**src/hdl/assert_macros.svh**
```systemverilog
// ----------------------------------------------------------------------------
// Assertion macros
// Clocked concurrent assertions shared by the prefetcher RTL.
// ----------------------------------------------------------------------------
`ifndef ASSERT_MACROS_SVH
`define ASSERT_MACROS_SVH

// same-cycle implication or plain property, disabled during reset
`define MCP_ASSERT(label, clk, rst_n, prop, msg) \
  label: assert property (@(posedge clk) disable iff (!rst_n) prop) \
    else $error(msg);

// antecedent in this cycle, consequent in the next
`define MCP_ASSERT_NEXT(label, clk, rst_n, ante, cons, msg) \
  label: assert property (@(posedge clk) disable iff (!rst_n) (ante) |=> (cons)) \
    else $error(msg);

`endif

```
**src/hdl/mcp_ram.sv**
```systemverilog
// ----------------------------------------------------------------------------
// mcp_ram
// Generic simple dual-port RAM, one write port, one registered read port.
// ----------------------------------------------------------------------------
`default_nettype none

module mcp_ram #(
  parameter int WIDTH = 8,
  parameter int DEPTH = 16,
  localparam int AW   = $clog2(DEPTH)
) (
  input  wire logic             clk,
  input  wire logic             we,
  input  wire logic [AW-1:0]    waddr,
  input  wire logic [WIDTH-1:0] wdata,
  input  wire logic             re,
  input  wire logic [AW-1:0]    raddr,
  output logic      [WIDTH-1:0] rdata
);

  logic [WIDTH-1:0] mem [DEPTH];

  always_ff @(posedge clk) begin
    if (we) begin
      mem[waddr] <= wdata;
    end
    if (re) begin
      rdata <= mem[raddr];
    end
  end

endmodule

`default_nettype wire

```
**config.mk**
```make
export PLATFORM = sky130hd
export DESIGN_NAME = mcp_ram
export DESIGN_NICKNAME = d
export VERILOG_FILES = /design/src/hdl/assert_macros.svh /design/src/hdl/mcp_ram.sv
export SDC_FILE = /design/constraint.sdc
export NUM_CORES = 1
export LEC_CHECK = 0
export BUFFER_PORTS_ARGS = -buffer_cell sky130_fd_sc_hd__buf_4
export CELL_PAD_IN_SITES_DETAIL_PLACEMENT = 1
export CELL_PAD_IN_SITES_GLOBAL_PLACEMENT = 1
export CORE_MARGIN = 1
export CORE_UTILIZATION = 50
export DETAILED_ROUTE_END_ITERATION = 8
export PLACE_DENSITY_LB_ADDON = 0.1
export SKIP_LAST_GASP = 1
export SLEW_MARGIN = 30
export SYNTH_ARGS = -nofsm -noshare
export SYNTH_HDL_FRONTEND = slang
export SYNTH_SLANG_ARGS = --single-unit
```
**constraint.sdc**
```tcl
create_clock -name clk -period 2.3 [get_ports clk]
set_clock_uncertainty 0.05 [all_clocks]
set_input_delay 0.23 -clock clk [delete_from_list [all_inputs] [get_ports clk]]
set_output_delay 0.23 -clock clk [all_outputs]
set_load 0.05 [all_outputs]
```
== Word level (Yosys, flattened, before mapping) ==
Memories as Yosys holds them, arrays and structs flattened. A register that Yosys moved wholly into a read port is not among the register bits.
Cells that the tools add are included.

* Mux-type cells: 2

{| class="wikitable"
|+ Operators by type and width
! kind !! number
|-
| 1-bit 2-to-1 mux || 2
|}

* Output and inout port bits: 8
* Memories kept: 1
* Input port bits: 19
* Bits in writable memories: 128
* Logic and storage cells: 3
* Register bits: 0

{| class="wikitable"
|+ Memory list
! memory !! words !! bits a word !! read ports !! clocked after Yosys merged registers in !! wr ports !! RTL line !! text
|-
| mem || 16 || 8 || 1 || 1 || 1 || mcp_ram.sv:21 || <nowiki>logic [WIDTH-1:0] mem [DEPTH];</nowiki>
|}

== Depth between registers and ports, before layout ==
Gate-level depths: netlist of the first run.

* Depth after elaboration: 2
* Gate-level depth with buffers: 5
* Depth with buffers taken out: 3

== Least setup slack after synthesis of the first run ==
No wires, ideal clock.

* Path kind: in2reg
* From: in waddr[2]
* To: mem mem[0][0], enable pin
* Stages: 2
* Required time: 1.867 ns
* Path buffers: 0
* Path slack: 0.527 ns
* Library setup time: 0.383 ns
* Arrival time: 1.340 ns
* Cell sequence: or3b_2 -> nor3_1

{| class="wikitable"
|+ RTL lines
! item !! RTL line !! text
|-
| start, declared || mcp_ram.sv:14 || <nowiki>input wire logic [AW-1:0] waddr,</nowiki>
|-
| end, declared || mcp_ram.sv:21 ||
|}

No word-level cell before the write port.

==> flow_summary_export.csv, run 1 <==
group,metric,value,unit
cts,clockBufferDepth,2,
die,initial_core_util,52.51,%
cts,clk_pin_slew,0.06,ns
placed_design,place_area,5650,sq um
sta,worst_pin_slew,0.6656,ns
die,dieHeight,104.3,microns
cts,cts-root-buf,"clkbuf_8",
placed_design,dp_hpwl,6.557,mm
global_route,overflow,0,
sta,period_share,68.41,%
global_route,grt_pass1_wl,15.86,mm
cts,htreeDepth,4,
worst_setup_path,r2r-end,"rdata[6]$_DFFE_PP_",
worst_setup_path,reg2reg_slack,0.73,ns
final_layout,layout-drive-gt1-share,29.14,%
worst_setup_path,path_class,"reg2reg",
placed_design,gp_congestion,0.7151,
power_and_ir_drop,p_sw,1121,uW
worst_setup_path,path_max_fanout,1,
final_layout,final_cell_area,6206,sq um
sta,setup_viol,0,
logic_synthesis,ys_types,18,
die,core_region_area,9955,sq um
logic_synthesis,syn_avg_cell_area,22.83,sq um
worst_setup_path,critPathRequiredTime,2.49,ns
sta,drv_slew,0,
worst_setup_path,crit_arrival,1.76,ns
placed_design,io_buffers,26,
sta,fmax,635.5,MHz
status,status,"complete, no violations",
detailed_routing,drt_pass1_iterations,6,
detailed_routing,vias,2488,
detailed_routing,wire_per_inst,23.95,microns
power_and_ir_drop,leakage,0.002100,uW
detailed_routing,vias_per_cell,5.720,
logic_synthesis,yosys-top-cells-count,"136 x edfxtp_1, 18 x mux4_2, 16 x a22oi_1",
logic_synthesis,synthFlopType,"edfxtp_1",
logic_synthesis,synth_top_area_share,78.12,%
final_layout,antenna_cells,0,
detailed_routing,totalWireLength,10.42,mm
final_layout,syn2layout_area_growth,18.72,%
global_route,grt_max_degree,33,
cts,cts-resized-gates,0,
logic_synthesis,synth_area_leaders,"edfxtp_1 78%, mux4_2 7.8%, mux4_1 7.0%",
logic_synthesis,yosysTopAreaCell,"edfxtp_1",
worst_setup_path,critPathLaunchType,"flip-flop",
cts,clkLatencyLatePin,0.50,ns
worst_setup_path,r2r-start,"mem[11][6]$_DFFE_PP_",
cts,cts_made_buffers,17,
global_route,antenna_found_initial,0,
final_layout,post-route-util,62.34,%
sta,final.min_clock_period,1.574,ns
worst_setup_path,rr_worst_depth,3,
power_and_ir_drop,p_comb_share,6.0,%
min_path,hp-class,"in2reg",
power_and_ir_drop,p_seq_share,52.7,%
power_and_ir_drop,peakVddDrop,0.5307,mV
cts,cts_setup_buffers,0,
die,rows,36,
sta,fin_tns_setup,0,ns
global_route,grt_usage,21.22,%
die,die_w,104.3,microns
logic_synthesis,syn_area,5228,sq um
min_path,hold_depth,1,
cts,cts.sinks,136,
min_path,hp-start,"wdata[1]",
die,ioPinCount,27,
final_layout,n_fill_cell,831,
min_path,whs_endpoint,"mem[11][1]$_DFFE_PP_",
sta,rsz0062_at_grt,"false",
sta,max_slew_margin,55.54,%
detailed_routing,ant_nets,0,
cts,cts_tree,"built",
logic_synthesis,yosysMostFrequentCell,"edfxtp_1",
logic_synthesis,synth_edf_count,136,
power_and_ir_drop,power_frac_clock,41.3,%
power_and_ir_drop,p_per_area,859.2,nW/um^2
sta,whs,0.02894,ns
power_and_ir_drop,p_int,4211,uW
detailed_routing,drc,0,
detailed_routing,drtIter0Drc,193,
sta,hold_violations,0,
logic_synthesis,async_flop_share,0,%
worst_setup_path,critPathCaptureType,"flip-flop",
logic_synthesis,ys_seq_area_share,78.12,%
cts,postCtsHoldBufs,7,
die,die_area,10870,sq um
power_and_ir_drop,power.share.switching,21.03,%
run,cap_viol_max_count,0,
global_route,grt_pass1_vias,2628,
logic_synthesis,synth_cells,229,
final_layout,finalNetCount,308,
logic_synthesis,ys_warn_count,0,
logic_synthesis,ys_ff_latch,136,
power_and_ir_drop,design_power_total,5332,uW
logic_synthesis,synthesis.nets,248,
-- kinds of logic (layout without fill, tap and decap cells) --
| logic type | count (synthesis) | after routing | synth area share [%] |
|---|---|---|---|
| AO/OA/AOI/OAI | 16 | 16 | 2.298 |
| AND/OR/NAND/NOR | 35 | 35 | 3.136 |
| buffers and inverters | 10 | 83 | 1.651 |
| multiplexers | 32 | 32 | 14.79 |
| flip-flops | 136 | 136 | 78.12 |
-- registers in the layout, indices dropped and copies added, names as in the netlist --
register	flops
mem	128
rdata	8
-- stage by stage --
step | cells | setup WS [ns]
finish | 435 | 0.7265
global route | 435 | 0.6835
CTS | 435 | 0.6953
detailed placement | 396 | 0.3835
global placement | 396 | 0.4125
floorplan | 229 | 0.5271
-- how the worst max path moves through the flow --
stage,start,to,slack (ns),depth (start not counted)
after floorplan,waddr[2],mem[0][0]$_DFFE_PP_,0.53,2
after global placement,raddr[0],rdata[4]$_DFFE_PP_,0.41,5
after CTS,mem[8][4]$_DFFE_PP_,rdata[4]$_DFFE_PP_,0.70,3
after global routing,mem[8][4]$_DFFE_PP_,rdata[4]$_DFFE_PP_,0.68,3
after detailed placement,raddr[0],rdata[4]$_DFFE_PP_,0.38,5
final,mem[11][6]$_DFFE_PP_,rdata[6]$_DFFE_PP_,0.73,3
-- layer usage --
metal,share of wire [%],track usage (%)
met3,4.7,4.574
met4,1.5,9.796
met1,44,29.18
met2,50,32.86
met5,0,0
-- power by group through the flow --
stage / combinational [uW] / clock (uW) / sequential [uW]
6_report: 320 / 2200 / 2810
5_1_grt: 344 / 2340 / 2810
4_1_cts: 326 / 2240 / 2810
3_5_place_dp: 315 / 0 / 2860
3_3_place_gp: 307 / 0 / 2860
2_1_floorplan: 141 / 0 / 2900
-- final cells by class --
type                    count  area (sq um)  area share (%)
multi-input cells          83          1057           17.04
repair buffers             51         412.9           6.653
clock buffers              19         421.7           6.794
clock inverters            13         63.81           1.028
well taps                 133         166.4           2.681
flip-flops and latches    136          4084           65.81
-- cells in the final DEF, fill, tap and decap left out, drive strengths merged --
master / netlist / final
mux4: 32 / 32
a22oi: 16 / 16
nor2: 13 / 13
clkbuf: 0 / 19
dlygate4sd3: 0 / 7
and2: 1 / 1
or3b: 1 / 1
nand2b: 2 / 2
buf: 7 / 44
nand3b: 2 / 2
nand2: 9 / 9
nand3: 1 / 1
nor3: 4 / 4
clkinvlp: 0 / 2
and2b: 1 / 1
edfxtp: 136 / 136
clkinv: 0 / 11
nor2b: 1 / 1
-- worst max-delay path, stage by stage (launching register included) --
cell and delay (ns):
edfxtp_1 0.36, mux4_2 0.48, a22oi_1 0.31, nand2_1 0.11
No activity file was read; power rests on OpenSTA's default activity.
==> inputs of run 2 (changes only) <==
Clock period 2.3 ns to 1.47 ns, I/O delays scaled along.
==> run 2 against run 1 <==
  * Sequential share of layout area decreased by 1.6 points
  * The run now ends with setup timing left
  * Hold slack better by 0.099 ns
  * Design area grew 2.5%
  * Clock-buffer cell count rose by 1
  * Sequential power grew 57%
  * Routed wire length increased by 11%
  * Core utilization increased by 1.6 points
  * Die area is the same
  * Sequential cell count unchanged
==> flow_summary_export.csv, run 2 (synthesis results as in run 1) <==
group,metric,value,unit
cts,cts_made_buffers,17,
worst_setup_path,crit_arrival,1.71,ns
cts,cts_setup_buffers,0,
final_layout,final_cell_area,6364,sq um
worst_setup_path,critPathCaptureType,"flip-flop",
cts,cts.sinks,136,
detailed_routing,wire_per_inst,26.22,microns
die,die_area,10870,sq um
die,rows,36,
sta,fmax,660.3,MHz
final_layout,final_cell_mix,"136 x edfxtp_1, 48 x buf_4, 27 x mux4_2",
min_path,hp-start,"waddr[0]",
worst_setup_path,path_class,"reg2reg",
placed_design,io_buffers,26,
placed_design,gp_congestion,0.6999,
cts,cts_tree,"built",
worst_setup_path,endpoint,"rdata[6]$_DFFE_PP_",
sta,drv_slew,0,
global_route,antenna_found_initial,0,
worst_setup_path,worstPathCellList,"mux4_2 > a22oi_1 > nand2_1",
die,dieHeight,104.3,microns
worst_setup_path,critPathBufInv,0,
worst_setup_path,reg2reg_slack,-0.04,ns
global_route,grt_max_degree,17,
detailed_routing,vias_per_cell,5.785,
min_path,hp-class,"in2reg",
global_route,grt_usage,23.59,%
worst_setup_path,crit_family,"multiplexers",
sta,final.setup.worst_slack,-0.04450,ns
final_layout,finalNetCount,318,
final_layout,largest_reg_flops,128,
sta,period_share,103.0,%
die,initial_core_util,52.51,%
power_and_ir_drop,p_per_area,1365,nW/um^2
worst_setup_path,slowest_delay,0.49,ns
worst_setup_path,critPathRequiredTime,1.67,ns
cts,clockBufferDepth,2,
status,status,"complete, but fails checks",
cts,cts-root-buf,"clkbuf_8",
sta,fin_tns_setup,-0.1056,ns
cts,clkLatencyLatePin,0.51,ns
worst_setup_path,r2r-start,"mem[11][6]$_DFFE_PP_",
cts,clk_pin_slew,0.06,ns
final_layout,antenna_cells,0,
cts,htreeDepth,4,
worst_setup_path,r2r-end,"rdata[6]$_DFFE_PP_",
power_and_ir_drop,leakage,0.002138,uW
run,cap_viol_max_count,0,
final_layout,layout_commonest_cell,"edfxtp_1",
sta,hold_violations,0,
final_layout,largest_register,"mem",
die,ioPinCount,27,
sta,final.min_clock_period,1.514,ns
detailed_routing,drt_pass1_iterations,4,
detailed_routing,ant_nets,0,
status,violations,"setup timing",
worst_setup_path,path_max_fanout,1,
worst_setup_path,rr_worst_depth,3,
global_route,overflow,0,
final_layout,syn2layout_area_growth,21.73,%
worst_setup_path,crit_cells,3,
placed_design,place_area,5753,sq um
sta,worst_pin_slew,0.9261,ns
sta,max_slew_margin,38.03,%
global_route,grt_pass1_vias,2714,
worst_setup_path,startpoint,"mem[11][6]$_DFFE_PP_",
detailed_routing,totalWireLength,11.57,mm
detailed_routing,vias,2551,
placed_design,dp_hpwl,7.342,mm
die,core_region_area,9955,sq um
die,die_w,104.3,microns
placed_design,dp_cells,404,
global_route,grt_pass1_wl,17.66,mm
final_layout,top_regs,"mem (128), rdata (8)",
detailed_routing,drtIter0Drc,206,
worst_setup_path,slowest_stage,"mux4_2",
detailed_routing,drc,0,
sta,rsz0062_at_grt,"true",
worst_setup_path,critPathLaunchType,"flip-flop",
final_layout,stdcell_count,441,
power_and_ir_drop,peakVddDrop,0.8448,mV
final_layout,layout-drive-gt1-share,35.71,%
sta,setup_viol,5,
==> run 2: area by class of cell <==
| type | instances | area (sq um) |
|---|---|---|
| clock buffer | 20 | 425.4 |
| clock inverter | 8 | 83.83 |
| timing repair buffer | 61 | 530.5 |
| multi-input combinational | 83 | 1074 |
| fill | 829 | 3591 |
| sequential | 136 | 4084 |
| tap | 133 | 166.4 |
==> run 2: timing repair <==
item                                   4_1_cts  5_1_grt
endpoints found under the hold margin      136        0
pin swaps                                    5        4
gates resized for setup                     17        1
setup endpoints to repair                    8        8
hold buffers                                 9        0
==> run 2: worst min-delay path by stage <==
stage / endpoint / slack [ns] / depth (start not counted)
global placement: rdata[2]$_DFFE_PP_ / 0.41 / 1
finish: mem[0][4]$_DFFE_PP_ / 0.13 / 3
CTS: mem[0][4]$_DFFE_PP_ / 0.11 / 3
global route: mem[4][5]$_DFFE_PP_ / 0.11 / 3
floorplan: mem[0][0]$_DFFE_PP_ / 0.20 / 0
detailed placement: mem[11][4]$_DFFE_PP_ / 0.41 / 1
==> run 2: worst register-to-register path, delay by kind of cell (launching register included) <==
kind / cells / cell delay [ns]
muxes: 1 / 0.50
DFF: 1 / 0.40
AOI/OAI and AO/OA: 1 / 0.23
and+or+nand+nor: 1 / 0.09
==> run 2: power by group <==
part	internal (uW)	total, uW	switching [uW]
clock network	2340	3720	1380
registers	4370	4400	30.7
logic	240	560	321
total	6950	8690	1740
==> run 2: through the flow <==
step | utilization (%) | worst slack, ns | hold slack [ns] | total power [uW]
CTS | 63.88 | -0.05409 | 0.1059 | 8751
global route | 63.93 | -0.09311 | 0.1148 | 8919
finish | 63.93 | -0.04450 | 0.1279 | 8685
detailed placement | 57.79 | -0.2972 | 0.4129 | 5003
global placement | 57.79 | -0.2664 | 0.4104 | 4982
floorplan | - | -0.002964 | 0.1959 | 4757
==> run 2: routing by layer <==
layer | global-route usage (%) | part of all wire (%) | vias up
met5 | 0 | 0 | -
met4 | 7.347 | 0.55 | 0
met3 | 5.576 | 4.6 | 9
met2 | 37.10 | 52 | 90
met1 | 33.10 | 43 | 1339
li1 | - | - | 1113
==> inputs of run 3 (changes only) <==
Settings changed: CORE_ASPECT_RATIO from default to 1.4.
==> run 3 against run 2 <==
  * The run still ends with setup timing left
  * Fmax shrank 1.4%
  * Register-to-register slack worse by 0.02 ns
  * Cell count rose by 0.23%
  * Total power increased by 6.5%
  * Sequential share of layout area is 0.51 points lower
  * Sequential power is essentially flat
  * Largest cell class unchanged
  * Largest power group unchanged
==> flow_summary_export.csv, run 3 (synthesis results as in run 1) <==
group,metric,value,unit
global_route,antenna_found_initial,0,
die,initial_core_util,51.96,%
final_layout,syn2layout_area_growth,22.71,%
placed_design,place_area,5753,sq um
worst_setup_path,critPathCaptureType,"flip-flop",
global_route,grt_pass1_vias,2798,
worst_setup_path,critPathLaunchType,"flip-flop",
cts,clkLatencyLatePin,0.41,ns
cts,cts_tree,"built",
cts,cts-root-buf,"clkbuf_16",
detailed_routing,drc,0,
die,rows,43,
final_layout,layout_commonest_cell,"edfxtp_1",
worst_setup_path,rr_worst_depth,3,
detailed_routing,vias,2532,
cts,cts.sinks,136,
detailed_routing,totalWireLength,11.30,mm
worst_setup_path,slowest_delay,0.51,ns
detailed_routing,vias_per_cell,5.729,
min_path,hp-class,"in2reg",
worst_setup_path,path_max_fanout,1,
sta,hold_violations,0,
sta,setup_viol,5,
worst_setup_path,critPathBufInv,0,
sta,rsz0062_at_grt,"true",
worst_setup_path,worstPathCellList,"mux4_2 > a22oi_2 > nand2_1",
detailed_routing,ant_nets,0,
cts,clockBufferDepth,2,
worst_setup_path,slowest_stage,"mux4_2",
final_layout,top_regs,"mem (128), rdata (8)",
final_layout,antenna_cells,0,
status,status,"complete, but fails checks",
detailed_routing,drt_pass1_iterations,4,
final_layout,largest_register,"mem",
final_layout,largest_reg_flops,128,
status,violations,"setup timing",
cts,cts_made_buffers,17,
die,die_w,88.42,microns
detailed_routing,drtIter0Drc,171,
global_route,grt_max_degree,17,
final_layout,final_cell_area,6415,sq um
power_and_ir_drop,p_per_area,1443,nW/um^2
worst_setup_path,critPathRequiredTime,1.58,ns
sta,fmax,651.3,MHz
final_layout,layout-drive-gt1-share,34.85,%
detailed_routing,wire_per_inst,25.57,microns
cts,clk_pin_slew,0.06,ns
placed_design,gp_congestion,0.7726,
global_route,overflow,0,
global_route,grt_pass1_wl,17.13,mm
die,dieHeight,123.0,microns
detailed_routing,wl_met2,6.289,mm
sta,max_slew_margin,32.90,%
sta,drv_slew,0,
detailed_routing,drt-met1-wl,4.342,mm
sta,worst_pin_slew,1.003,ns
min_path,hold_depth,1,
power_and_ir_drop,peakVddDrop,1.101,mV
worst_setup_path,crit_arrival,1.64,ns
detailed_routing,wl_met3,514,microns
global_route,grt_usage,23.92,%
worst_setup_path,path_class,"reg2reg",
worst_setup_path,crit_family,"multiplexers",
final_layout,final_cell_mix,"136 x edfxtp_1, 45 x buf_4, 24 x mux4_2",
die,die_area,10870,sq um
power_and_ir_drop,leakage,0.002170,uW
detailed_routing,dr.max_layer_used,"met4",
cts,htreeDepth,4,
cts,cts_setup_buffers,0,
sta,final.setup.worst_slack,-0.06531,ns
placed_design,io_buffers,26,
sta,final.min_clock_period,1.535,ns
die,core_region_area,10060,sq um
placed_design,dp_hpwl,7.237,mm
worst_setup_path,crit_cells,3,
final_layout,finalNetCount,313,
sta,period_share,104.4,%
run,cap_viol_max_count,0,
power_and_ir_drop,design_power_total,9254,uW
die,ioPinCount,27,
==> run 3: cell types whose count changed in the layout (fill, tap and decap cells not counted), moves of 2 or more <==
cell | previous run | this run
dlygate4sd3_1 | 9 | 6
mux4_2 | 27 | 24
clkinv_2 | 1 | 3
a22oi_1 | 7 | 10
clkinv_1 | 5 | 3
bufinv_16 | 2 | 4
a22oi_2 | 9 | 6
buf_4 | 48 | 45
mux4_1 | 5 | 8
==> run 3: worst register-to-register path, delay by kind of cell, from the launching register on <==
kind | cells | cell delay [ns]
muxes | 1 | 0.51
DFF | 1 | 0.42
AOI/OAI and AO/OA | 1 | 0.20
and+or+nand+nor | 1 | 0.10
==> run 3: worst paths after layout <==
check | from | end | slack, ns
hold reg to reg | mem[8][1]$_DFFE_PP_ | rdata[1]$_DFFE_PP_ | 0.71
setup reg to reg | mem[0][5]$_DFFE_PP_ | rdata[5]$_DFFE_PP_ | -0.07
setup / recovery | mem[0][5]$_DFFE_PP_ | rdata[5]$_DFFE_PP_ | -0.07
hold / removal | wdata[7] | mem[3][7]$_DFFE_PP_ | 0.007
==> run 3: timing repair <==
item | in CTS | in global routing
pin swaps | 3 | 3
hold buffers | 6 | 0
hold endpoints to repair | 70 | 0
setup endpoints to repair | 8 | 8
gates resized for setup | 10 | 2
==> run 3: metrics by stage <==
stage          cells  utilization (%)  worst slack [ns]  hold WS (ns)    TNS, ns
6_report         442            63.76          -0.06531      0.007114    -0.1755
5_1_grt          442            63.76          -0.09213       0.01403    -0.4759
4_1_cts          442            63.66          -0.06778      0.001098    -0.3006
3_5_place_dp     404            57.18           -0.2631        0.4174     -1.965
3_3_place_gp     404            57.18           -0.2467        0.4025     -1.412
2_1_floorplan    229                -         -0.002964        0.1959  -0.008893
==> run 3: area by class of cell <==
| cell class | count | area (sq um) |
|---|---|---|
| Clock buffer | 21 | 440.4 |
| Fill cell | 847 | 3646 |
| Timing Repair Buffer | 56 | 498.0 |
| Clock inverter | 11 | 153.9 |
| Multi-Input combinational cell | 83 | 1070 |
| Tap cell | 135 | 168.9 |
| Sequential cell | 136 | 4084 |
==> run 3: layer usage <==
layer	track usage, %	up-vias
met3	5.874	10
met4	10.18	0
met2	40.91	83
met1	28.74	1333
li1	-	1106
met5	0	-
==> run 3: where the power goes <==
| part | internal, uW | leakage (uW) | switching, uW |
|---|---|---|---|
| sequential | 4370 | 0.00124 | 25.4 |
| clock | 2810 | 0.000287 | 1500 |
| combinational | 234 | 0.000646 | 316 |
