File: src/hdl/assert_macros.svh
// ----------------------------------------------------------------------------
// Assertion macros
// Clocked concurrent assertions shared by the prefetcher RTL.
// ----------------------------------------------------------------------------
`ifndef ASSERT_MACROS_SVH
`define ASSERT_MACROS_SVH

// same-cycle implication or plain property, disabled during reset
`define MCP_ASSERT(label, clk, rst_n, prop, msg) \
  label: assert property (@(posedge clk) disable iff (!rst_n) prop) \
    else $error(msg);

// antecedent in this cycle, consequent in the next
`define MCP_ASSERT_NEXT(label, clk, rst_n, ante, cons, msg) \
  label: assert property (@(posedge clk) disable iff (!rst_n) (ante) |=> (cons)) \
    else $error(msg);

`endif

File: src/hdl/mcp_pkg.sv
// ----------------------------------------------------------------------------
// mcp_pkg
// Shared constants, configuration type and helpers of the Markov prefetcher.
// ----------------------------------------------------------------------------
`default_nettype none

package mcp_pkg;

  localparam int DEF_TABLE_ENTRIES = 1024;
  localparam int DEF_ADDRESS_BITS  = 48;

  localparam int NEXT_W     = 30;   // stored next bits
  localparam int CNT_W      = 4;    // confidence / usefulness counters
  localparam int OUT_ADDR_W = 48;   // significant bits of a prefetch address

  localparam int CFG_IDX_W  = 3;
  localparam int CFG_DATA_W = 5;

  localparam logic [CFG_IDX_W-1:0] REG_TAG_WIDTH    = 3'd0;
  localparam logic [CFG_IDX_W-1:0] REG_NEXT_WIDTH   = 3'd1;
  localparam logic [CFG_IDX_W-1:0] REG_CONF_WIDTH   = 3'd2;
  localparam logic [CFG_IDX_W-1:0] REG_USEFUL_WIDTH = 3'd3;

  typedef struct packed {
    logic [4:0] tag_width;
    logic [4:0] next_width;
    logic [2:0] confidence_width;
    logic [2:0] useful_width;
  } cfg_t;

  localparam cfg_t CFG_RESET = '{
    tag_width:        5'd16,
    next_width:       5'd16,
    confidence_width: 3'd2,
    useful_width:     3'd2
  };

  // saturation value of a counter of the given (clamped 1..4) width
  function automatic logic [CNT_W-1:0] cnt_max(input logic [2:0] w);
    logic [2:0] c;
    c = (w == 3'd0) ? 3'd1 : ((w > 3'd4) ? 3'd4 : w);
    cnt_max = CNT_W'((5'd1 << c) - 5'd1);
  endfunction

endpackage

`default_nettype wire

File: src/hdl/mcp_update.sv
// ----------------------------------------------------------------------------
// mcp_update
// Prediction from the looked-up entry and training of the previous entry.
// ----------------------------------------------------------------------------
`default_nettype none

module mcp_update import mcp_pkg::*; #(
  parameter int TABLE_ENTRIES = DEF_TABLE_ENTRIES,
  parameter int ADDRESS_BITS  = DEF_ADDRESS_BITS,
  localparam int IDX_BITS     = $clog2(TABLE_ENTRIES),
  localparam int TAG_W        = (ADDRESS_BITS > IDX_BITS) ? ADDRESS_BITS - IDX_BITS : 1,
  localparam int ENTRY_W      = TAG_W + NEXT_W + 2 * CNT_W
) (
  input  wire cfg_t                    cfg,
  input  wire logic [ADDRESS_BITS-1:0] addr,
  input  wire logic [ADDRESS_BITS-1:0] prev_addr,
  input  wire logic [ENTRY_W-1:0]      look_entry,
  input  wire logic [ENTRY_W-1:0]      train_entry,
  output logic                         pf_valid,
  output logic      [ADDRESS_BITS-1:0] pf_addr,
  output logic      [ENTRY_W-1:0]      new_entry
);

  logic [4:0]              nw;
  logic [TAG_W-1:0]        tmask;
  logic [NEXT_W-1:0]       nmask;
  logic [NEXT_W-1:0]       low;
  logic [TAG_W-1:0]        cur_tag;
  logic [TAG_W-1:0]        prev_tag;
  logic [CNT_W-1:0]        conf_top;
  logic [CNT_W-1:0]        u_max;
  logic [ADDRESS_BITS-1:0] pf;
  logic [ADDRESS_BITS-1:0] out_mask;

  logic [TAG_W-1:0]  lk_tag;
  logic [NEXT_W-1:0] lk_next;
  logic [CNT_W-1:0]  lk_conf;
  logic [TAG_W-1:0]  tr_tag;
  logic [NEXT_W-1:0] tr_next;
  logic [CNT_W-1:0]  tr_conf;
  logic [CNT_W-1:0]  tr_u;
  logic [TAG_W-1:0]  nw_tag;
  logic [NEXT_W-1:0] nw_next;
  logic [CNT_W-1:0]  nw_conf;
  logic [CNT_W-1:0]  nw_u;

  assign lk_tag  = look_entry[ENTRY_W-1 -: TAG_W];
  assign lk_next = look_entry[2*CNT_W +: NEXT_W];
  assign lk_conf = look_entry[CNT_W +: CNT_W];
  assign tr_tag  = train_entry[ENTRY_W-1 -: TAG_W];
  assign tr_next = train_entry[2*CNT_W +: NEXT_W];
  assign tr_conf = train_entry[CNT_W +: CNT_W];
  assign tr_u    = train_entry[0 +: CNT_W];

  assign nw       = (cfg.next_width > 5'd30) ? 5'd30 : cfg.next_width;
  assign conf_top = cnt_max(cfg.confidence_width);
  assign u_max    = cnt_max(cfg.useful_width);
  assign out_mask = ADDRESS_BITS'({OUT_ADDR_W{1'b1}});

  always_comb begin
    for (int j = 0; j < TAG_W; j++) begin
      tmask[j] = (j < int'(cfg.tag_width)) && (IDX_BITS + j < ADDRESS_BITS);
    end
    for (int j = 0; j < NEXT_W; j++) begin
      nmask[j] = (j < int'(nw));
    end
  end

  assign low      = NEXT_W'(addr) & nmask;
  assign cur_tag  = TAG_W'(addr >> IDX_BITS) & tmask;
  assign prev_tag = TAG_W'(prev_addr >> IDX_BITS) & tmask;

  // prediction sees the table before this item's training
  assign pf       = (addr & ~ADDRESS_BITS'(nmask)) | ADDRESS_BITS'(lk_next & nmask);
  assign pf_valid = (cur_tag == lk_tag) && (lk_conf >= conf_top);
  assign pf_addr  = pf_valid ? (pf & out_mask) : '0;

  always_comb begin
    nw_tag  = tr_tag;
    nw_next = tr_next;
    nw_conf = tr_conf;
    nw_u    = tr_u;
    if (prev_tag == tr_tag) begin
      if (tr_u < u_max) begin
        nw_u = tr_u + CNT_W'(1);
      end
      if (low == tr_next) begin
        if (tr_conf < conf_top) begin
          nw_conf = tr_conf + CNT_W'(1);
        end
      end else begin
        nw_next = low;
        nw_conf = '0;
        if (nw_u != '0) begin
          nw_u = nw_u - CNT_W'(1);
        end
      end
    end else if (tr_u != '0) begin
      nw_u = tr_u - CNT_W'(1);
    end else begin
      nw_u    = u_max;
      nw_conf = '0;
      nw_tag  = prev_tag;
      nw_next = low;
    end
  end

  assign new_entry = {nw_tag, nw_next, nw_conf, nw_u};

endmodule

`default_nettype wire

File: config.mk
export PLATFORM = sky130hd
export DESIGN_NAME = mcp_update
export DESIGN_NICKNAME = d
export VERILOG_FILES = /design/src/hdl/assert_macros.svh /design/src/hdl/mcp_pkg.sv /design/src/hdl/mcp_update.sv
export SDC_FILE = /design/constraint.sdc
export NUM_CORES = 1
export LEC_CHECK = 0
export ABC_AREA = 0
export BUFFER_PORTS_ARGS = -buffer_cell sky130_fd_sc_hd__buf_4
export CORE_AREA = 8 8 146 148
export DETAILED_ROUTE_END_ITERATION = 16
export DIE_AREA = 0 0 154 156
export PLACE_DENSITY = 0.62
export SETUP_SLACK_MARGIN = 0.4
export SLEW_MARGIN = 20
export SYNTH_ARGS = -nofsm -noshare
export SYNTH_HDL_FRONTEND = slang
export SYNTH_SLANG_ARGS = --single-unit
export TNS_END_PERCENT = 50
File: constraint.sdc
create_clock -name vclk -period 3.05
set_input_delay 0.305 -clock vclk [all_inputs]
set_output_delay 0.305 -clock vclk [all_outputs]
set_load 0.02 [all_outputs]
### After elaboration in Yosys (flattened, before gate mapping)

Index checks and enable logic that the tools add are counted.

* register bits after elaboration: 0
* input bits: 264
* output and inout port bits: 125
* logic and storage cells: 111

* add/sub/neg operators: 6
* order comparisons: 67
* equality and inequality tests: 3
* shift operators: 2
* multiplexer cells: 21
* bitwise gates (word level): 7
* reduce and logical (&&, ||, !) cells: 5

Operators by type and width (number)
* $lt 5x5->1 const A: 29
* $mux 30: 3
* $lt 4x5->1 const A: 16
* $and 38x31->38: 2
* $eq 38x38->1: 2
* $mux 38: 2
* $and 30x30->30: 2
* $and 48x48->48: 1
* $mux 48: 1
* $not 30->48: 1
* $or 48x30->48: 1
* $lt 3x5->1 const A: 8
* $mux 4: 10
* $eq 30x30->1: 1
* $lt 1x5->1 const A: 4
* $lt 2x5->1 const A: 4
* $sub 4x1->4 const B: 4
* $mux 3: 4
* $add 4x1->4 const B: 2
* $lt 4x4->1: 2
* $reduce_bool 4->1: 2
* $shl 1x3->4 const A: 2
* $gt 3x3->1 const B: 2
* $logic_not 3->1: 2
* 4 further kinds: 4

### Depth between registers and ports, before layout

Gate-level depths: netlist of run 1.

* word-level depth: 12
* depth in mapped cells: 14
* mapped depth without buffers: 14

### Least setup slack after synthesis of run 1

No wires, ideal clock.

* path type: in2out
* start: input port cfg[2] in the netlist's numbering
* end: output port new_entry[0]
* arrival time: 3.217 ns
* required time: 2.745 ns
* path slack: -0.472 ns
* stages: 14
* path buffers: 0
* path through: or2_2 ha_1 ha_1 a21o_1 a21o_1 a21oi_1 nor2_1 a21oi_1 ha_1 nand3_1 o31ai_1 xor2_1 nor2_1 a221oi_1

* cells in the longest elaborated chain, start to end: 12
* elaborated cells on any way between the ends: 15
* classes of those cells: add/sub (2); order compare (2); shift (1); mux (8); reduce/logical (2)

Ends and longest elaborated chain
* start: declaration: RTL line mcp_update.sv:14 `input wire cfg_t cfg,`
* $gt 3x3->1: RTL line mcp_pkg.sv:41 `c = (w == 3'd0) ? 3'd1 : ((w > 3'd4) ? 3'd4 : w);`
* $mux 3: RTL line mcp_pkg.sv:41
* $mux 3 *: RTL line mcp_pkg.sv:41
* $shl 1x3->4 *: RTL line mcp_pkg.sv:42 `cnt_max = CNT_W'((5'd1 << c) - 5'd1);`
* $sub 4x1->4 *: RTL line mcp_pkg.sv:42
* $lt 4x4->1: RTL line mcp_update.sv:84 `if (tr_u < u_max) begin`
* $mux 4: RTL line mcp_update.sv:84
* $mux 4: RTL line mcp_update.sv:83 `if (prev_tag == tr_tag) begin`
* $sub 4x1->4 / $reduce_bool 4->1 (equally long branches): RTL line mcp_update.sv:95, mcp_update.sv:94
* $mux 4: RTL line mcp_update.sv:94 `if (nw_u != '0) begin`
* $mux 4: RTL line mcp_update.sv:87 `if (low == tr_next) begin`
* $mux 4 *: RTL line mcp_update.sv:83
* end: declaration: RTL line mcp_update.sv:21 `output logic [ENTRY_W-1:0] new_entry`

Mark *: on every way between the ends. The rest lies on a longest branch, timed or not. The select of a mux whose other input is x is not followed.

### Worst setup path in the final report of run 1

* start: input port cfg[13] in the netlist's numbering
* end: output port new_entry[27]

* cells in the longest elaborated chain, start to end: 4
* elaborated cells on any way between the ends: 34
* classes of those cells: order compare (31); eq/ne (1); mux (1); bitwise (1)

Ends and longest elaborated chain
* $lt 1x5->1 (tied with other cells): RTL line mcp_update.sv:62 `tmask[j] = (j < int'(cfg.tag_width)) && (IDX_BITS + j < ADDRESS_BITS);`
* $and 38x31->38 *: RTL line mcp_update.sv:71 `assign prev_tag = TAG_W'(prev_addr >> IDX_BITS) & tmask;`
* $eq 38x38->1 *: RTL line mcp_update.sv:83
* $mux 30 *: RTL line mcp_update.sv:83

Mark *: on every way between the ends. The rest lies on a longest branch, timed or not.

==> metrics.md, run 1 <==
| Metric | Value |
|---|---|
| Status | complete, but fails checks |
| Failing checks | setup timing |
| Post-synthesis mux area share | 0.1241 |
| Initial core utilization | 0.2331 |
| Critical Path RT | about 2700 ps |
| Layout cells sized above 1 | 0.6296 |
| Power density over the cells | 140.6 nW/um2 |
| Mapped Area | between 4000 and 5000 um2 |
| Max Fanout on Critical Path | 10 |
| Setup-failing EPs final | between 70 and 80 |
| VDD IR max | 0.07132 mV |
| First-pass GRT wire length | about 45000 um |
| Storage element area | 0 um2 |
| Post-synth top area share | 0.1013 |
| I/O pin count | just under 400 |
| Vias in the first global route | around 7900 |
| Placement Setup Slack | -786.4 ps |
| Seq_cells | 0 |
| HPWL after DPL | roughly 27000 um |
| Xor-xnor portion of the synthesized cell area | 0.1497 |
| Port bufs | 368 |
| Placeable Area | approximately 19000 um2 |
| Post-CTS Hold Fix Bufs | 0 |
| Syn. warnings | 0 |
| Mapped Cells | 711 |
| RePlAce Congestion | 0.9385 |
| DR vias/cell | 4.991 |
| Vias | 7611 |
| Dominant cell type by area after synthesis | mux2i_1 |
| Fin crit share | 1.101 |
| Startpoint types | input pin |
| GRT Residual Overflow | 0 |
| GR peak layer | met2 |
| Clkbuf count | 0 |
| Endpoint class of the critical path | primary output |
| Fin nets | approximately 1600 |
| Slew @ Worst Pin | approximately 590 ps |
| WL per Instance | around 21 um |
| Synth cell types | 72 |
| CP arrival | 3050 ps |
| Slew margin rel. | 0.6044 |
| Post-DRT Antenna Nets | 0 |
| Sequential area share after synthesis | 0 |
| Hold Crit Class | input pin to primary output |
| Overall Global Routing Usage | 0.2376 |
| Count of TritonRoute iterations in the first routing pass | 4 |
| F_max | roughly 0.3 GHz |
| Final WS setup | -307.7 ps |
| Initial DRC Count | 339 |
| Met2 usage | 0.4269 |
| Compound-cell area share of the yosys netlist | 0.2656 |
| Chip Width | approximately 150 um |
| Synth Area in Simple Gates | 0.3233 |
| Top post-synthesis cells by area | mux2i_1, xnor2_1, nand2_1 |
| Largest family of logic cells by synthesized area | simple AND/OR/NAND/NOR gates |
| Die Area | between 20000 and 25000 um2 |
| Met1 Use GR | 0.2838 |
| Post-Synth Adder-Cell Area | 0.04502 |
| Max_cap viols | 0 |
| FILL cells | around 1800 |
| Syn Area/Cell | roughly 6.3 um2 |
| Drt drc | 0 |
| Synthesis-to-layout area growth | 148.4% |
| P_leak | 5.244 nW |
| Hold slack final | around 920 ps |
| Final min period | between 3000 and 4000 ps |
| Final Cell Area | 11040 um2 |
| Largest net degree at the start of global routing | 23 |
| GR Util met3 | 0.04100 |
| Final TNS setup | -16420 ps |
| Unrepaired setup endpoints after global routing | yes |
| Fin. Hold Viols | 0 |
| Crit Path Class | input pin to primary output |
| Row cnt | 51 |
| Max-slew violation count | 0 |
| Detailed Route WL | around 32000 um |
| Fin util | 0.5789 |
| DIE HEIGHT | ~160 um |
| Placed instance area | 9308 um2 |
| Initial antenna violation count | 2 |
-- report_power, final --
group	internal [mW]	switching [mW]
Clock	0.0000000882	0
Combinational	0.830	0.724
Sequential	0	0
-- area by class of cell --
class | count | area, um2 | area share
Timing Repair Buffer | 620 | 5395 | 0.4885
Inverter | 50 | 191.4 | 0.01733
Antenna cell | 2 | 5.005 | 0.0004532
Multi-Input combinational cell | 615 | 5155 | 0.4668
Tap cell | 238 | 297.8 | 0.02696
-- kinds of logic (layout without fill, tap and decap cells) --
logic type	Yosys count	count (layout)
AOI/OAI and AO/OA	180	180
other	1	5
buffers and inverters	98	670
muxes	54	54
and+or+nand+nor	286	286
adders and majority gates	16	16
xor gates and xnor gates	76	76
-- cells in the mapped netlist (all sizes together), types with 3 or more instances --
cell type  count
a21oi         33
o31ai          4
nand3         32
o311ai         3
and2          31
or3            6
clkbuf        31
o21ai         67
or2            9
inv           50
nand2b        14
o41ai          3
a21o           9
xor2          30
o21a           3
nand2         84
and3           6
nand4         16
mux2i         45
nor2          45
a211oi         7
a31oi          3
o21bai         3
buf           17
nor4          14
o22ai          5
xnor2         46
mux2           9
o211ai        10
ha            16
a2111oi        4
nor2b          8
nor3b          3
nor3          12
-- timing repair --
item                       CTS  global route
setup buffers               29            15
gates cloned                 3             2
pin swaps                   40            30
setup endpoints to repair  124           124
resized for setup          185           152
-- per-stage QoR --
step                cells  power [mW]
global placement     1474       1.307
CTS                  1506       1.441
detailed placement   1474       1.313
global route         1525       1.649
finish               1525       1.553
floorplan             713      0.5869
-- metal layers --
metal  routed length [um]  vias to the layer above
li1                     -                     3692
met3                 1752                       52
met2                16030                      288
met1                12860                     3579
met4                  893                        0
met5                    0                        -
-- worst max-delay path, stage by stage --
cell and delay [ps]:
buf_6 90, buf_12 110, buf_4 140, a21oi_2 50
o21a_1 230, nand3b_1 180, a2111oi_2 410, nand4_1 230
nor3_4 250, nand2b_4 190, o41ai_4 80, buf_6 150
clkbuf_16 180, buf_12 130, mux2i_4 170, buf_6 130
-- cell usage in the layout, fill, tap and decap left out, types with 24 or more instances in the layout --
cell	n
xnor2_1	44
nand2_1	59
buf_4	482
buf_6	108
nor2_1	32
a21oi_1	25
inv_1	47
mux2i_1	24
nand3_1	24
xor2_1	28
-- path summary, 6_finish.rpt --
path / start / end / slack, ps / cells past startpoint
setup / recovery: cfg[13] / new_entry[27] / -310 / 16
hold / removal: addr[45] / pf_addr[45] / 920 / 3
No activity file was read; power rests on OpenSTA's default activity.
==> run 2: changes to the inputs <==
--- a/config.mk
+++ b/config.mk
@@ -5,12 +5,12 @@
 export SDC_FILE = /design/constraint.sdc
 export NUM_CORES = 1
 export LEC_CHECK = 0
-export ABC_AREA = 0
+export ABC_AREA = 1
 export BUFFER_PORTS_ARGS = -buffer_cell sky130_fd_sc_hd__buf_4
 export CORE_AREA = 8 8 146 148
 export DETAILED_ROUTE_END_ITERATION = 16
 export DIE_AREA = 0 0 154 156
-export PLACE_DENSITY = 0.62
+export PLACE_DENSITY = 0.65
 export SETUP_SLACK_MARGIN = 0.4
 export SLEW_MARGIN = 20
 export SYNTH_ARGS = -nofsm -noshare
==> run 2 against run 1 <==
Net effect: the run now ends clean; flip-flop and latch count unchanged; worst setup slack improved by 340 ps; core utilization decreased by 8.7 points; largest cell class is now multi-input gates; wire length increased by 0.17%; critical path depth increased by 6; global-route usage increased by 0.58 points; via count increased by 8.7%; hold slack improved by 9.3 ps; design area decreased by 15%; largest power group unchanged; combinational power decreased by 17%; synthesized cell count increased by 47%; die area unchanged.
==> metrics.md, run 2 <==
| Metric | Value |
|---|---|
| Status | finished, final reports clean |
| CP arrival | between 2000 and 3000 ps |
| Fin. Hold Viols | 0 |
| Synthesis-to-layout area growth | 89.21% |
| Placed cell count | between 1500 and 2000 |
| F_max | between 0.3 and 0.4 GHz |
| Synth cell types | 38 |
| DR vias/cell | ~5 |
| Fin crit share | 0.9896 |
| Fin nets | 1717 |
| Mapped Area | ~5000 um2 |
| Commonest non-fill, non-tap cell in the layout | nand2_1 |
| FILL cells | between 2000 and 2500 |
| Sequential area share after synthesis | 0 |
| Row cnt | 51 |
| Min-Delay Path Depth | 4 |
| Post-synth top area share | 0.3011 |
| Sequential group share of total power | 0 |
| Dominant cell type by area after synthesis | nand2_1 |
| Post-DRT Antenna Nets | 0 |
| Initial DRC Count | roughly 420 |
| Seq_cells | 0 |
| Most frequent cell after synthesis | nand2_1 |
| Net Switching | between 0.7 and 0.8 mW |
| Final min period | between 3000 and 4000 ps |
| Fin util | 0.4921 |
| Layout cells sized above 1 | 0.3875 |
| Setup-failing EPs final | 0 |
| Chip Width | about 150 um |
| CP Buf/Inv Count | 6 |
| Startpoint types | input pin |
| Syn. warnings | 0 |
| Vias in the first global route | 8266 |
| Critical-path cell list | buf_6 -> or2_4 -> ha_4 -> xnor2_2 -> inv_1 -> ha_1 -> nand2_1 -> o21bai_4 -> nand2_4 -> xor2_2 -> inv_2 -> ha_4 -> inv_4 -> nor2_4 -> nand2_2 -> inv_2 -> o21ai_1 -> nand2_1 -> nand2_1 -> nand2_1 -> nand2_2 -> buf_6 |
| Max Fanout on Critical Path | 4 |
| Stages on the worst setup path | 22 |
| Hold Crit Class | input pin to primary output |
| Power density over the cells | 137.0 nW/um2 |
| Final Cell Area | 9389 um2 |
| Final WS setup | about 32 ps |
| Storage element area | 0 um2 |
| HPWL after DPL | ~26000 um |
| Sw frac | 0.5459 |
| P_leak | 5.169 nW |
| Endpoint class of the critical path | primary output |
| Max_cap viols | 0 |
| Combinational power share | 1.000 |
| Placed instance area | 8198 um2 |
| DIE HEIGHT | around 160 um |
| Max-slew violation count | 0 |
| Initial core utilization | 0.2601 |
| Critical Path RT | 2740 ps |
| Final TNS setup | 0 ps |
| Mapped Cells | 1046 |
| Unrepaired setup endpoints after global routing | yes |
| WL per Instance | between 15 and 20 um |
| Vias | a little over 8000 |
| Syn Area/Cell | 4.744 um2 |
| Port bufs | 368 |
| Most frequent cells in the layout | nand2_1, buf_4, inv_1, nand3_1, o21ai_0 |
| Worst path top cell family by delay | simple AND/OR/NAND/NOR gates |
| Non-Filler Instances | approximately 1700 |
| Clkbuf count | 0 |
| Internal | about 0.58 mW |
| Drt drc | 0 |
| Clock network power share | 0 |
| RePlAce Congestion | roughly 0.94 |
| Slew margin rel. | 0.6597 |
| GRT Residual Overflow | 0 |
| Placement Setup Slack | -216.0 ps |
| Post-CTS Hold Fix Bufs | 0 |
| CP max stage delay | 260 ps |
| Top post-synthesis cells by area | nand2_1, nand3_1, inv_1 |
| Die Area | roughly 24000 um2 |
| Placeable Area | approximately 19000 um2 |
| Slew @ Worst Pin | 505.1 ps |
| Largest net degree at the start of global routing | 93 |
| Detailed Route WL | 31590 um |
| Count of TritonRoute iterations in the first routing pass | 5 |
| Area of the multi-input gates | 4962 um2 |
| Most frequent CP cell | nand2_1 |
| First-pass GRT wire length | roughly 46000 um |
| VDD IR max | roughly 0.075 mV |
| Crit Path Class | input pin to primary output |
| Top cells by count, synth | nand2_1, inv_1, nor2_1 |
| Initial antenna violation count | 1 |
| Overall Global Routing Usage | 0.2434 |
| I/O pin count | a little under 400 |
| CP max stage cell | ha_1 |
## run 2: cell count changes in the layout (fill, tap and decap cells not counted), sizes merged, moves of 26 or more
| cell | previous run | this run |
|---|---|---|
| mux2i | 45 | 19 |
| inv | 49 | 128 |
| nand3 | 32 | 97 |
| buf | 618 | 420 |
| nor2 | 45 | 134 |
| and2 | 31 | 2 |
| nand2 | 84 | 399 |
| xnor2 | 46 | 16 |
## run 2: cell type report
cell class                 instances  area share
multi-input combinational        883      0.5285
timing repair buffer             420      0.3831
inverter                         132     0.05637
tap                              238     0.03172
antenna                            1   0.0002665
## run 2: cell families after synthesis
| kind of cell | Yosys count | share of synthesized area |
|---|---|---|
| AOI/OAI and AO/OA | 114 | 0.1230 |
| xor gates and xnor gates | 39 | 0.06883 |
| adders and majority gates | 16 | 0.04034 |
| buffers and inverters | 165 | 0.1309 |
| muxes | 29 | 0.06102 |
| other | 1 | 0.0007557 |
| and+or+nand+nor | 682 | 0.5751 |
## run 2: metal layers
metal  part of all wire  global-route usage  vias up
li1                   -                   -     4117
met1               0.39              0.2724     3728
met2               0.51              0.4520      377
met3              0.077             0.05180       48
met4              0.031             0.07373        0
met5                  0                   0        -
## run 2: power groups by stage
stage / logic [mW] / clock network, mW / registers (mW)
2_1_floorplan: 0.582 / 0 / 0
3_3_place_gp: 1.15 / 0 / 0
3_5_place_dp: 1.16 / 0 / 0
4_1_cts: 1.23 / 0 / 0
5_1_grt: 1.40 / 0.0000000439 / 0
6_report: 1.29 / 0.0000000439 / 0
## run 2: metrics by stage
stage	power [mW]	hold WS, ps
2_1_floorplan	0.5822	729.4
3_3_place_gp	1.145	931.2
3_5_place_dp	1.156	932.2
4_1_cts	1.228	939.5
5_1_grt	1.404	936.5
6_report	1.286	926.5
## run 2: path summary, 6_finish.rpt
| check | startpoint | to | slack [ps] |
|---|---|---|---|
| max | cfg[2] | new_entry[1] | 30 |
| min | addr[41] | pf_addr[41] | 930 |
## run 2: what timing repair did
| item | CTS | global route |
|---|---|---|
| endpoints found under the setup margin | 87 | 90 |
| buffers inserted | 16 | 3 |
| endpoints found under the hold margin | 0 | 0 |
| pin swaps | 25 | 26 |
| gates resized for setup | 117 | 123 |
| gates cloned | 4 | 0 |
==> run 3: changes to the inputs <==
--- a/config.mk
+++ b/config.mk
@@ -10,7 +10,6 @@
 export CORE_AREA = 8 8 146 148
 export DETAILED_ROUTE_END_ITERATION = 16
 export DIE_AREA = 0 0 154 156
-export PLACE_DENSITY = 0.65
 export SETUP_SLACK_MARGIN = 0.4
 export SLEW_MARGIN = 20
 export SYNTH_ARGS = -nofsm -noshare
==> run 3 against run 2 <==
Net effect: global-route usage decreased by 0.53 points; highest routed layer unchanged; critical path type unchanged; worst setup slack got worse by 27 ps; largest cell class unchanged; combinational power grew 5%; die area did not move; non-clock buffer count up 17.
==> metrics.md, run 3 (synthesized netlist as in run 2, its figures left out) <==
| Metric | Value |
|---|---|
| Status | finished, final reports clean |
| Max-slew violation count | 0 |
| GRT Residual Overflow | 0 |
| Startpoint types | input pin |
| VDD IR max | slightly below 0.08 mV |
| Unrepaired setup endpoints after global routing | yes |
| Initial antenna violation count | 3 |
| Post-DRT Antenna Nets | 0 |
| Port bufs | around 370 |
| Storage element area | 0 um2 |
| Commonest non-fill, non-tap cell in the layout | nand2_1 |
| Fin. Hold Viols | 0 |
| Count of TritonRoute iterations in the first routing pass | 5 |
| Crit Path Class | input pin to primary output |
| DIE HEIGHT | roughly 160 um |
| Vias | around 8300 |
| Seq_cells | 0 |
| Drt drc | 0 |
| Final TNS setup | 0 ps |
| Synthesis-to-layout area growth | 101.2% |
| Initial core utilization | 0.2601 |
| Hold Crit Class | input pin to primary output |
| Row cnt | 51 |
| I/O pin count | roughly 390 |
| Fin nets | approximately 1700 |
| Detailed Route WL | between 30000 and 40000 um |
| Max Fanout on Critical Path | 4 |
| Final min period | around 3000 ps |
| Initial DRC Count | ~470 |
| Chip Width | roughly 150 um |
| P_leak | between 5 and 6 nW |
| Max_cap viols | 0 |
| Placed instance area | around 8000 um2 |
| F_max | 0.3284 GHz |
| Fin crit share | 0.9984 |
| Slew @ Worst Pin | 499.3 ps |
| Overall Global Routing Usage | 0.2381 |
| WL per Instance | approximately 19 um |
| Final Power | approximately 1.4 mW |
| Die Area | 24020 um2 |
| Most frequent cells in the layout | nand2_1, buf_4, inv_1, buf_6, o21ai_0 |
| Setup-failing EPs final | 0 |
| Largest net degree at the start of global routing | 90 |
| Layout cells sized above 1 | 0.4363 |
| Power density over the cells | ~140 nW/um2 |
| Slew margin rel. | 0.6576 |
| Endpoint class of the critical path | primary output |
| DR vias/cell | 4.875 |
| Clkbuf count | 0 |
| HPWL after DPL | 25720 um |
| RePlAce Congestion | 0.9266 |
| First-pass GRT wire length | between 40000 and 50000 um |
| Placeable Area | between 15000 and 20000 um2 |
| Fin util | 0.5234 |
| Critical Path RT | ~2700 ps |
| Final Cell Area | ~10000 um2 |
| Vias in the first global route | ~8000 |
| CP arrival | around 2700 ps |
| Post-CTS Hold Fix Bufs | 0 |
run 3: cell types whose count changed in the layout (fill, tap and decap cells not counted), moves of 14 or more:
cell,before,now
buf_6,63,87
nand2_4,3,17
nand2_1,383,341
nand3_2,2,22
nand3_1,93,71
nand2_2,13,41
run 3: area by class of cell:
cell class                      instances  area [um2]
Antenna cell                            3       7.507
Fill cell                            1958        9094
Tap cell                              238       297.8
Timing Repair inverter                  1       5.005
Inverter                              132       525.5
Timing Repair Buffer                  437        3895
Multi-Input combinational cell        883        5255
run 3: per-layer routing:
metal  share of wire  GRT usage  wire length [um]
met5               0          0                 0
met4           0.035    0.08773              1117
met3           0.076    0.05817              2425
met2            0.51     0.4421             16200
met1            0.38     0.2567             12240
run 3: final timing paths:
kind	cells past startpoint	to	start	slack (ps)
worst max-delay path	24	new_entry[1]	cfg[2]	5
worst min-delay path	4	pf_addr[46]	addr[46]	930
run 3: stage by stage:
step	hold WS, ps	worst slack [ps]	std cells
floorplan	729.4	337.7	1048
CTS	935.0	5.107	1664
global route	945.7	-145.0	1694
finish	933.8	4.959	1694
global placement	931.3	-167.1	1650
detailed placement	934.5	-204.1	1650
run 3: where the power goes:
| part | total (mW) | switching (mW) | leakage [nW] | internal, mW |
|---|---|---|---|---|
| Clock | 0.000000132 | 0 | 0.0000190 | 0.000000132 |
| Sequential | 0 | 0 | 0 | 0 |
| Combinational | 1.36 | 0.730 | 5.50 | 0.626 |
run 3: repair_timing:
| item | in CTS | in global routing |
|---|---|---|
| cloned | 3 | 7 |
| endpoints found under the setup margin | 87 | 87 |
| pin swaps | 26 | 66 |
| resized for setup | 123 | 215 |
| buffers inserted | 11 | 20 |
run 3: worst max-delay path: stages:
cell	delay, ps
buf_6	90
or2_4	240
ha_4	160
xnor2_2	130
inv_1	60
ha_1	260
nand2_1	40
o21bai_4	180
buf_6	120
nand3_2	60
nand2_2	70
inv_2	80
ha_4	150
inv_4	40
nor2_4	120
nand2_2	100
inv_4	90
nand2_2	50
o21ai_2	40
nand2_1	60
nand2_1	60
nand2_1	60
nand2_2	70
buf_6	110
